File: src/hw/rtl/xcfd_pkg.sv
// ----------------------------------------------------------------------------
// XOR checksum frame decoder package
// Shared types, byte codes and phase encoding for the frame decoder.
// ----------------------------------------------------------------------------
package xcfd_pkg;

	localparam logic [7:0] HDR_MARK  = 8'h89;
	localparam logic [7:0] ACK_BYTE  = 8'h06;
	localparam logic [7:0] ALT_PRE_A = 8'h00;
	localparam logic [7:0] ALT_PRE_B = 8'h3E;
	localparam logic [7:0] SUM_BIAS  = 8'd7;

	typedef enum logic [2:0] {
		PH_START,
		PH_MARK,
		PH_HEADER,
		PH_PAYLOAD,
		PH_CHECK,
		PH_DRAIN
	} phase_t;

	typedef enum logic [2:0] {
		ST_OK     = 3'd0,
		ST_SHORT  = 3'd1,
		ST_PREFIX = 3'd2,
		ST_LENGTH = 3'd3,
		ST_SUM    = 3'd4
	} status_t;

	typedef enum logic {
		KIND_PAYLOAD = 1'b0,
		KIND_STATUS  = 1'b1
	} kind_t;

	typedef struct packed {
		logic [7:0] in_byte;
		logic       end_of_buffer;
	} item_t;

	typedef struct packed {
		kind_t       result_kind;
		logic [7:0]  payload_byte;
		status_t     frame_status;
		logic [7:0]  command_id;
		logic        ack_seen;
		logic [15:0] payload_length;
		logic [7:0]  received_sum;
		logic [7:0]  computed_sum;
	} result_t;

endpackage

File: src/hw/rtl/xcfd_in_reg.sv
// ----------------------------------------------------------------------------
// Input register
// Captures one input transaction per cycle whenever the pipeline advances.
// ----------------------------------------------------------------------------
module xcfd_in_reg (
	input  logic          clk,
	input  logic          arst_n,
	input  logic          advance,
	input  logic          in_valid,
	input  xcfd_pkg::item_t in_item,
	output logic          valid_s1,
	output xcfd_pkg::item_t item_s1
);
	import xcfd_pkg::*;

	always_ff @(posedge clk or negedge arst_n) begin
		if (!arst_n) begin
			valid_s1 <= 1'b0;
		end else if (advance) begin
			valid_s1 <= in_valid;
		end
	end

	always_ff @(posedge clk) begin
		if (advance && in_valid) begin
			item_s1 <= in_item;
		end
	end

endmodule

File: src/hw/rtl/xcfd_parser.sv
// ----------------------------------------------------------------------------
// Frame parser
// Holds the frame state and works out the result of one byte in a single step.
// ----------------------------------------------------------------------------
module xcfd_parser (
	input  logic              clk,
	input  logic              arst_n,
	input  logic              step_en,
	input  xcfd_pkg::item_t   item,
	output logic              res_valid,
	output xcfd_pkg::result_t res
);
	import xcfd_pkg::*;

	phase_t      phase_q, phase_d;
	logic        ack_q, ack_d;
	logic [7:0]  cmd_q, cmd_d;
	logic [15:0] len_q, len_d;
	logic [15:0] cnt_q, cnt_d;
	logic [7:0]  xor_q, xor_d;
	logic [1:0]  hdr_q, hdr_d;

	logic        done;
	logic        status_hit;
	logic        payload_hit;
	status_t     status;
	logic [7:0]  rsum;
	logic [7:0]  csum;
	logic [7:0]  b;
	logic        eob;

	assign b   = item.in_byte;
	assign eob = item.end_of_buffer;

	always_ff @(posedge clk or negedge arst_n) begin
		if (!arst_n) begin
			phase_q <= PH_START;
			ack_q   <= 1'b0;
			cmd_q   <= '0;
			len_q   <= '0;
			cnt_q   <= '0;
			xor_q   <= '0;
			hdr_q   <= '0;
		end else if (step_en) begin
			phase_q <= phase_d;
			ack_q   <= ack_d;
			cmd_q   <= cmd_d;
			len_q   <= len_d;
			cnt_q   <= cnt_d;
			xor_q   <= xor_d;
			hdr_q   <= hdr_d;
		end
	end

	always_comb begin
		phase_d     = phase_q;
		ack_d       = ack_q;
		cmd_d       = cmd_q;
		len_d       = len_q;
		cnt_d       = cnt_q;
		xor_d       = xor_q;
		hdr_d       = hdr_q;
		done        = 1'b0;
		status_hit  = 1'b0;
		payload_hit = 1'b0;
		status      = ST_OK;
		rsum        = '0;
		csum        = xor_q + SUM_BIAS;

		case (phase_q)
			PH_START: begin
				// Every frame starts from cleared fields.
				ack_d = 1'b0;
				cmd_d = '0;
				len_d = '0;
				cnt_d = '0;
				xor_d = '0;
				hdr_d = '0;
				if (b == HDR_MARK) begin
					xor_d   = HDR_MARK;
					phase_d = PH_HEADER;
					if (eob) begin
						status_hit = 1'b1;
						status     = ST_SHORT;
					end
				end else if (b inside {ACK_BYTE, ALT_PRE_A, ALT_PRE_B}) begin
					ack_d   = (b == ACK_BYTE);
					phase_d = PH_MARK;
					if (eob) begin
						status_hit = 1'b1;
						status     = ST_SHORT;
					end
				end else begin
					status_hit = 1'b1;
					status     = ST_PREFIX;
				end
			end
			PH_MARK: begin
				if (b == HDR_MARK) begin
					xor_d   = HDR_MARK;
					phase_d = PH_HEADER;
					if (eob) begin
						status_hit = 1'b1;
						status     = ST_SHORT;
					end
				end else begin
					ack_d      = 1'b0;
					status_hit = 1'b1;
					status     = ST_PREFIX;
				end
			end
			PH_HEADER: begin
				xor_d = xor_q ^ b;
				case (hdr_q)
					2'd0: cmd_d = b;
					2'd1: len_d = {8'h00, b};
					default: begin
						len_d   = {b, len_q[7:0]};
						phase_d = ({b, len_q[7:0]} != 16'd0) ? PH_PAYLOAD : PH_CHECK;
					end
				endcase
				if (hdr_q != 2'd3) begin
					hdr_d = hdr_q + 2'd1;
				end
				if (eob) begin
					status_hit = 1'b1;
					status     = ST_SHORT;
				end
			end
			PH_PAYLOAD: begin
				xor_d = xor_q ^ b;
				cnt_d = cnt_q + 16'd1;
				if (eob) begin
					status_hit = 1'b1;
					status     = ST_LENGTH;
				end else begin
					payload_hit = 1'b1;
					if (cnt_d == len_q) begin
						phase_d = PH_CHECK;
					end
				end
			end
			PH_CHECK: begin
				status_hit = 1'b1;
				status     = (b == csum) ? ST_OK : ST_SUM;
				rsum       = b;
			end
			default: begin
				done = 1'b1;
			end
		endcase

		if (status_hit) begin
			done = 1'b1;
		end
		if (eob) begin
			phase_d = PH_START;
		end else if (done) begin
			phase_d = PH_DRAIN;
		end

		res_valid          = status_hit || payload_hit;
		res.result_kind    = status_hit ? KIND_STATUS : KIND_PAYLOAD;
		res.payload_byte   = payload_hit ? b : 8'h00;
		res.frame_status   = status_hit ? status : ST_OK;
		res.command_id     = cmd_d;
		res.ack_seen       = ack_d;
		res.payload_length = len_d;
		res.received_sum   = rsum;
		res.computed_sum   = (phase_q == PH_CHECK) ? csum : 8'h00;
	end

	// A payload transaction can only come out of the payload phase.
	a_payload_phase: assert property (@(posedge clk) disable iff (!arst_n)
		(step_en && res_valid && res.result_kind == KIND_PAYLOAD) |-> phase_q == PH_PAYLOAD)
		else $error("payload result outside payload phase");

	// The last byte of a buffer always returns the parser to the start.
	a_eob_restart: assert property (@(posedge clk) disable iff (!arst_n)
		(step_en && item.end_of_buffer) |=> phase_q == PH_START)
		else $error("parser did not restart after buffer end");

	// Nothing is produced while draining the rest of a buffer.
	a_drain_quiet: assert property (@(posedge clk) disable iff (!arst_n)
		(phase_q == PH_DRAIN) |-> !res_valid)
		else $error("result produced while draining");

	a_ok_sum: assert property (@(posedge clk) disable iff (!arst_n)
		(res_valid && res.result_kind == KIND_STATUS && res.frame_status == ST_OK)
		|-> res.received_sum == res.computed_sum)
		else $error("ok status with differing checksums");

endmodule

File: src/hw/rtl/xcfd_out_reg.sv
// ----------------------------------------------------------------------------
// Result register
// Holds one result transaction until the consumer takes it.
// ----------------------------------------------------------------------------
module xcfd_out_reg (
	input  logic              clk,
	input  logic              arst_n,
	input  logic              advance,
	input  logic              load,
	input  xcfd_pkg::result_t res,
	output logic              out_valid,
	output xcfd_pkg::result_t res_q
);
	import xcfd_pkg::*;

	// The register only advances when it is empty or being emptied.
	always_ff @(posedge clk or negedge arst_n) begin
		if (!arst_n) begin
			out_valid <= 1'b0;
		end else if (advance) begin
			out_valid <= load;
		end
	end

	always_ff @(posedge clk) begin
		if (advance && load) begin
			res_q <= res;
		end
	end

endmodule

File: src/hw/rtl/xor_checksum_frame_decoder.sv
// ----------------------------------------------------------------------------
// XOR checksum frame decoder
// Parses length-prefixed reply frames byte by byte, passes payload bytes on
// and reports one status per reply buffer.
//
//   channel  direction  handshake             payload
//   in       sink       in_valid / in_ready   in_byte, end_of_buffer
//   out      source     out_valid / out_ready result_kind .. computed_sum
//
// One byte is accepted every cycle while the result is not stalled.
// The rate is set by the single-step parser between input and result register.
// Reset clears the parser to expect the first prefix byte; no result is held.
// A stalled result holds in_ready low, which freezes the whole pipeline.
// ----------------------------------------------------------------------------
module xor_checksum_frame_decoder (
	input  logic        clk,
	input  logic        arst_n,
	input  logic        in_valid,
	output logic        in_ready,
	input  logic [7:0]  in_byte,
	input  logic        end_of_buffer,
	output logic        out_valid,
	input  logic        out_ready,
	output logic        result_kind,
	output logic [7:0]  payload_byte,
	output logic [2:0]  frame_status,
	output logic [7:0]  command_id,
	output logic        ack_seen,
	output logic [15:0] payload_length,
	output logic [7:0]  received_sum,
	output logic [7:0]  computed_sum
);
	import xcfd_pkg::*;

	logic    advance;
	logic    valid_s1;
	item_t   in_item;
	item_t   item_s1;
	logic    res_valid;
	result_t res;
	result_t res_q;

	assign advance  = !(out_valid && !out_ready);
	assign in_ready = advance;
	assign in_item  = '{in_byte: in_byte, end_of_buffer: end_of_buffer};

	xcfd_in_reg u_in_reg (
		.clk      (clk),
		.arst_n   (arst_n),
		.advance  (advance),
		.in_valid (in_valid),
		.in_item  (in_item),
		.valid_s1 (valid_s1),
		.item_s1  (item_s1)
	);

	xcfd_parser u_parser (
		.clk       (clk),
		.arst_n    (arst_n),
		.step_en   (valid_s1 && advance),
		.item      (item_s1),
		.res_valid (res_valid),
		.res       (res)
	);

	xcfd_out_reg u_out_reg (
		.clk       (clk),
		.arst_n    (arst_n),
		.advance   (advance),
		.load      (valid_s1 && res_valid),
		.res       (res),
		.out_valid (out_valid),
		.res_q     (res_q)
	);

	assign result_kind    = res_q.result_kind;
	assign payload_byte   = res_q.payload_byte;
	assign frame_status   = res_q.frame_status;
	assign command_id     = res_q.command_id;
	assign ack_seen       = res_q.ack_seen;
	assign payload_length = res_q.payload_length;
	assign received_sum   = res_q.received_sum;
	assign computed_sum   = res_q.computed_sum;

endmodule
File: config.mk
export PLATFORM = sky130hd
export DESIGN_NAME = xor_checksum_frame_decoder
export DESIGN_NICKNAME = d
export VERILOG_FILES = /design/src/hw/rtl/xcfd_pkg.sv /design/src/hw/rtl/xcfd_in_reg.sv /design/src/hw/rtl/xcfd_parser.sv /design/src/hw/rtl/xcfd_out_reg.sv /design/src/hw/rtl/xor_checksum_frame_decoder.sv
export SDC_FILE = /design/constraint.sdc
export NUM_CORES = 1
export LEC_CHECK = 0
export ABC_AREA = 1
export BUFFER_PORTS_ARGS = -buffer_cell sky130_fd_sc_hd__buf_2
export CAP_MARGIN = 20
export CORE_UTILIZATION = 59
export DETAILED_ROUTE_END_ITERATION = 10
export GPL_ROUTABILITY_DRIVEN = 0
export PLACE_DENSITY = 0.77
export SLEW_MARGIN = 20
export SYNTH_ARGS = -nofsm -noshare
export SYNTH_HDL_FRONTEND = slang
export SYNTH_SLANG_ARGS = --single-unit
export TNS_END_PERCENT = 20
File: constraint.sdc
create_clock -name clk -period 6 [get_ports clk]
set_clock_uncertainty 0.2 [all_clocks]
set_input_delay 1.2 -clock clk [delete_from_list [all_inputs] [get_ports clk]]
set_output_delay 1.2 -clock clk [all_outputs]
set_load 0.03 [all_outputs]
==> results.json <==
{
  "slew_headroom": 0.488,
  "die_area_mm2": 0.0105,
  "end_kind": "output port",
  "clkSinkCount": 118,
  "power_frac_comb": 0.343,
  "initial_core_util": 0.606,
  "switching_share": 0.394,
  "tns_ns": 0,
  "p_leak_nw": 2.95,
  "vdd.ir_drop.worst_mv": 0.336,
  "cts_buffer_depth": 2,
  "hold_path.class": "reg2reg",
  "synth_top_cell_area_share": 0.314,
  "drc": 0,
  "routedWlPerCell_um": 15.7,
  "sequentialPowerShare": 0.366,
  "yosysTopAreaCell": "edfxtp_1",
  "rsz0062_at_grt": "no",
  "fp.dieH_um": 102,
  "synth_ff_type": "edfxtp_1",
  "grt_pass1_vias": 4698,
  "cts_made_buffers": 17,
  "p_int_w": 0.00205,
  "ys_types": 37,
  "post_cts_resized": 0,
  "synth_edf_count": 62,
  "num_vias": 5030,
  "grt_pass1_wl_mm": 22.4,
  "area_growth_pct": 17.3,
  "fmax_ghz": 0.302,
  "dieWidth_um": 102,
  "critPathKind": "in2out",
  "cts_tree": "done",
  "postCtsSetupRepairBufs": 0,
  "drtIter0Drc": 427,
  "grt.total_usage": 0.291,
  "ios": 68,
  "synth_area_leaders": "edfxtp_1, dfrtp_1, nand2_1",
  "netlist_instances": 673,
  "finalCritPeriodShare": 0.552,
  "antenna_cells": 0,
  "final-hold-violation-count": 0,
  "yosysSeqAreaShare": 0.551,
  "clkPwrFrac": 0.290,
  "arrival_ns": 1.91,
  "grt_max_degree": 57,
  "clkTransAtPathRegs_ns": 0.06,
  "tightest_slew_ns": 0.768,
  "wirelength_mm": 14.0,
  "htreeDepth": 4,
  "period_needed_ns": 3.31,
  "grt_overflow_total": 0,
  "drive_above_1_share": 0.164,
  "layout.nets": 763,
  "syn_avg_cell_area_um2": 8.81,
  "path_max_fanout": 4,
  "dp_hpwl_mm": 9.52,
  "critPathLaunchType": "primary input",
  "power.density_mw_per_mm2": 488,
  "viasPerCell": 5.65,
  "cp_data_required_time_ns": 4.60,
  "rows": 36,
  "antenna_found_initial": 0,
  "first_pass_iters": 5,
  "synth.ff_latch_count": 118,
  "hold_buffers": 0,
  "yosysWarnings": 0,
  "p_sw_w": 0.00134,
  "io_buffers": 67,
  "synth_nets": 691,
  "clock_latency_ns": 0.52,
  "root_buffer": "clkbuf_8",
  "maxCapViolations": 0,
  "syn_area_mm2": 0.00593,
  "core_mm2": 0.00977,
  "postRouteAntennaNets": 0,
  "setup-violations-final": 0,
  "async_flop_share": 0.475,
  "status": "completed",
  "power_w": 0.00339,
  "drv_slew": 0
}
[sequential cells by signal (all words and copies together) (netlist names), 2 cells and up]
name              flops
u_parser.xor_q        8
u_parser.len_q       16
u_in_reg.item_s1      9
u_parser.cmd_q        8
u_parser.cnt_q       16
u_out_reg.res_q      53
u_parser.phase_q      3
u_parser.hdr_q        2
[path summary, 6_finish.rpt]
path                                          start  slack (ns)  depth (start not counted)             endpoint
worst max register to register  u_in_reg.item_s1[8]        2.81                         13  u_out_reg.res_q[23]
worst min-delay path              u_parser.xor_q[1]        0.27                          1    u_parser.xor_q[1]
min in group asynchronous                    arst_n        0.63                          2    u_parser.xor_q[5]
worst max-delay path                      out_ready        2.69                          4             in_ready
worst min register to register    u_parser.xor_q[1]        0.27                          1    u_parser.xor_q[1]
max in group asynchronous                    arst_n        4.45                          2    u_parser.len_q[2]
[cell families after synthesis]
logic type,synth area share
buffers and inverters,0.0733
DFF,0.551
adders and majority gates,0.0106
xor gates and xnor gates,0.0312
and+or+nand+nor,0.216
AOI/OAI and AO/OA,0.118
[final cells by class]
cell class | count | area (um2)
inverters | 89 | 334
repair buffers | 72 | 373
flip-flops and latches | 118 | 3260
multi-input cells | 447 | 2240
well taps | 133 | 166
clock inverters | 13 | 156
fillers | 728 | 2820
clock buffers | 19 | 422
[critical path: stages]
cell	delay, ns
buf_2	0.10
nor2_1	0.28
inv_1	0.13
buf_2	0.20
[through the flow]
stage               setup slack [ns]   util  area [um2]  cells  hold slack, ns
finish                          2.69  0.711        6950    891           0.267
CTS                             2.68  0.711        6950    891           0.267
detailed placement              2.68  0.652        6370    859           0.260
floorplan                       1.71      -        5930    673           0.225
global placement                2.72  0.652        6370    859           0.241
global route                    2.57  0.711        6950    891           0.278
[routing by layer]
metal / vias to the layer above / track usage / wire length, um
met1: 2375 / 0.391 / 5990
met4: 0 / 0.135 / 457
li1: 2393 / - / -
met3: 40 / 0.0684 / 1030
met2: 222 / 0.451 / 6530
met5: - / 0 / 0
[cells in the final DEF (no fill, tap or decap), types with 4 or more instances in the layout]
cell | Yosys | layout
ha_1 | 5 | 5
clkbuf_16 | 0 | 16
nand2_1 | 151 | 151
nand2_2 | 4 | 4
dfrtp_1 | 56 | 56
buf_2 | 5 | 67
a21oi_1 | 9 | 9
nand3_1 | 41 | 41
clkinv_2 | 0 | 5
nor2_1 | 70 | 69
buf_4 | 4 | 5
xor2_1 | 15 | 15
nor3_1 | 6 | 6
a31oi_1 | 4 | 4
o21ai_0 | 75 | 75
inv_1 | 84 | 84
nand4_1 | 8 | 8
nor2_2 | 6 | 6
nor2_4 | 5 | 6
o22ai_1 | 31 | 31
edfxtp_1 | 62 | 62
[cell usage after synthesis, drive strengths merged (7+ instances only)]
library cell	n
a21oi	9
buf	12
clkbuf	7
dfrtp	56
edfxtp	62
inv	87
nand2	155
nand3	42
nand4	9
nor2	81
o21ai	78
o22ai	31
xor2	15
[power by group through the flow]
stage          Combinational, W  Sequential (W)  Clock [W]
2_1_floorplan          0.000618         0.00148          0
3_3_place_gp            0.00112         0.00124          0
3_5_place_dp            0.00115         0.00125          0
4_1_cts                 0.00116         0.00124   0.000992
5_1_grt                 0.00128         0.00126    0.00104
6_report                0.00116         0.00124   0.000986
Note: power is estimated with default switching activity, not from simulation.
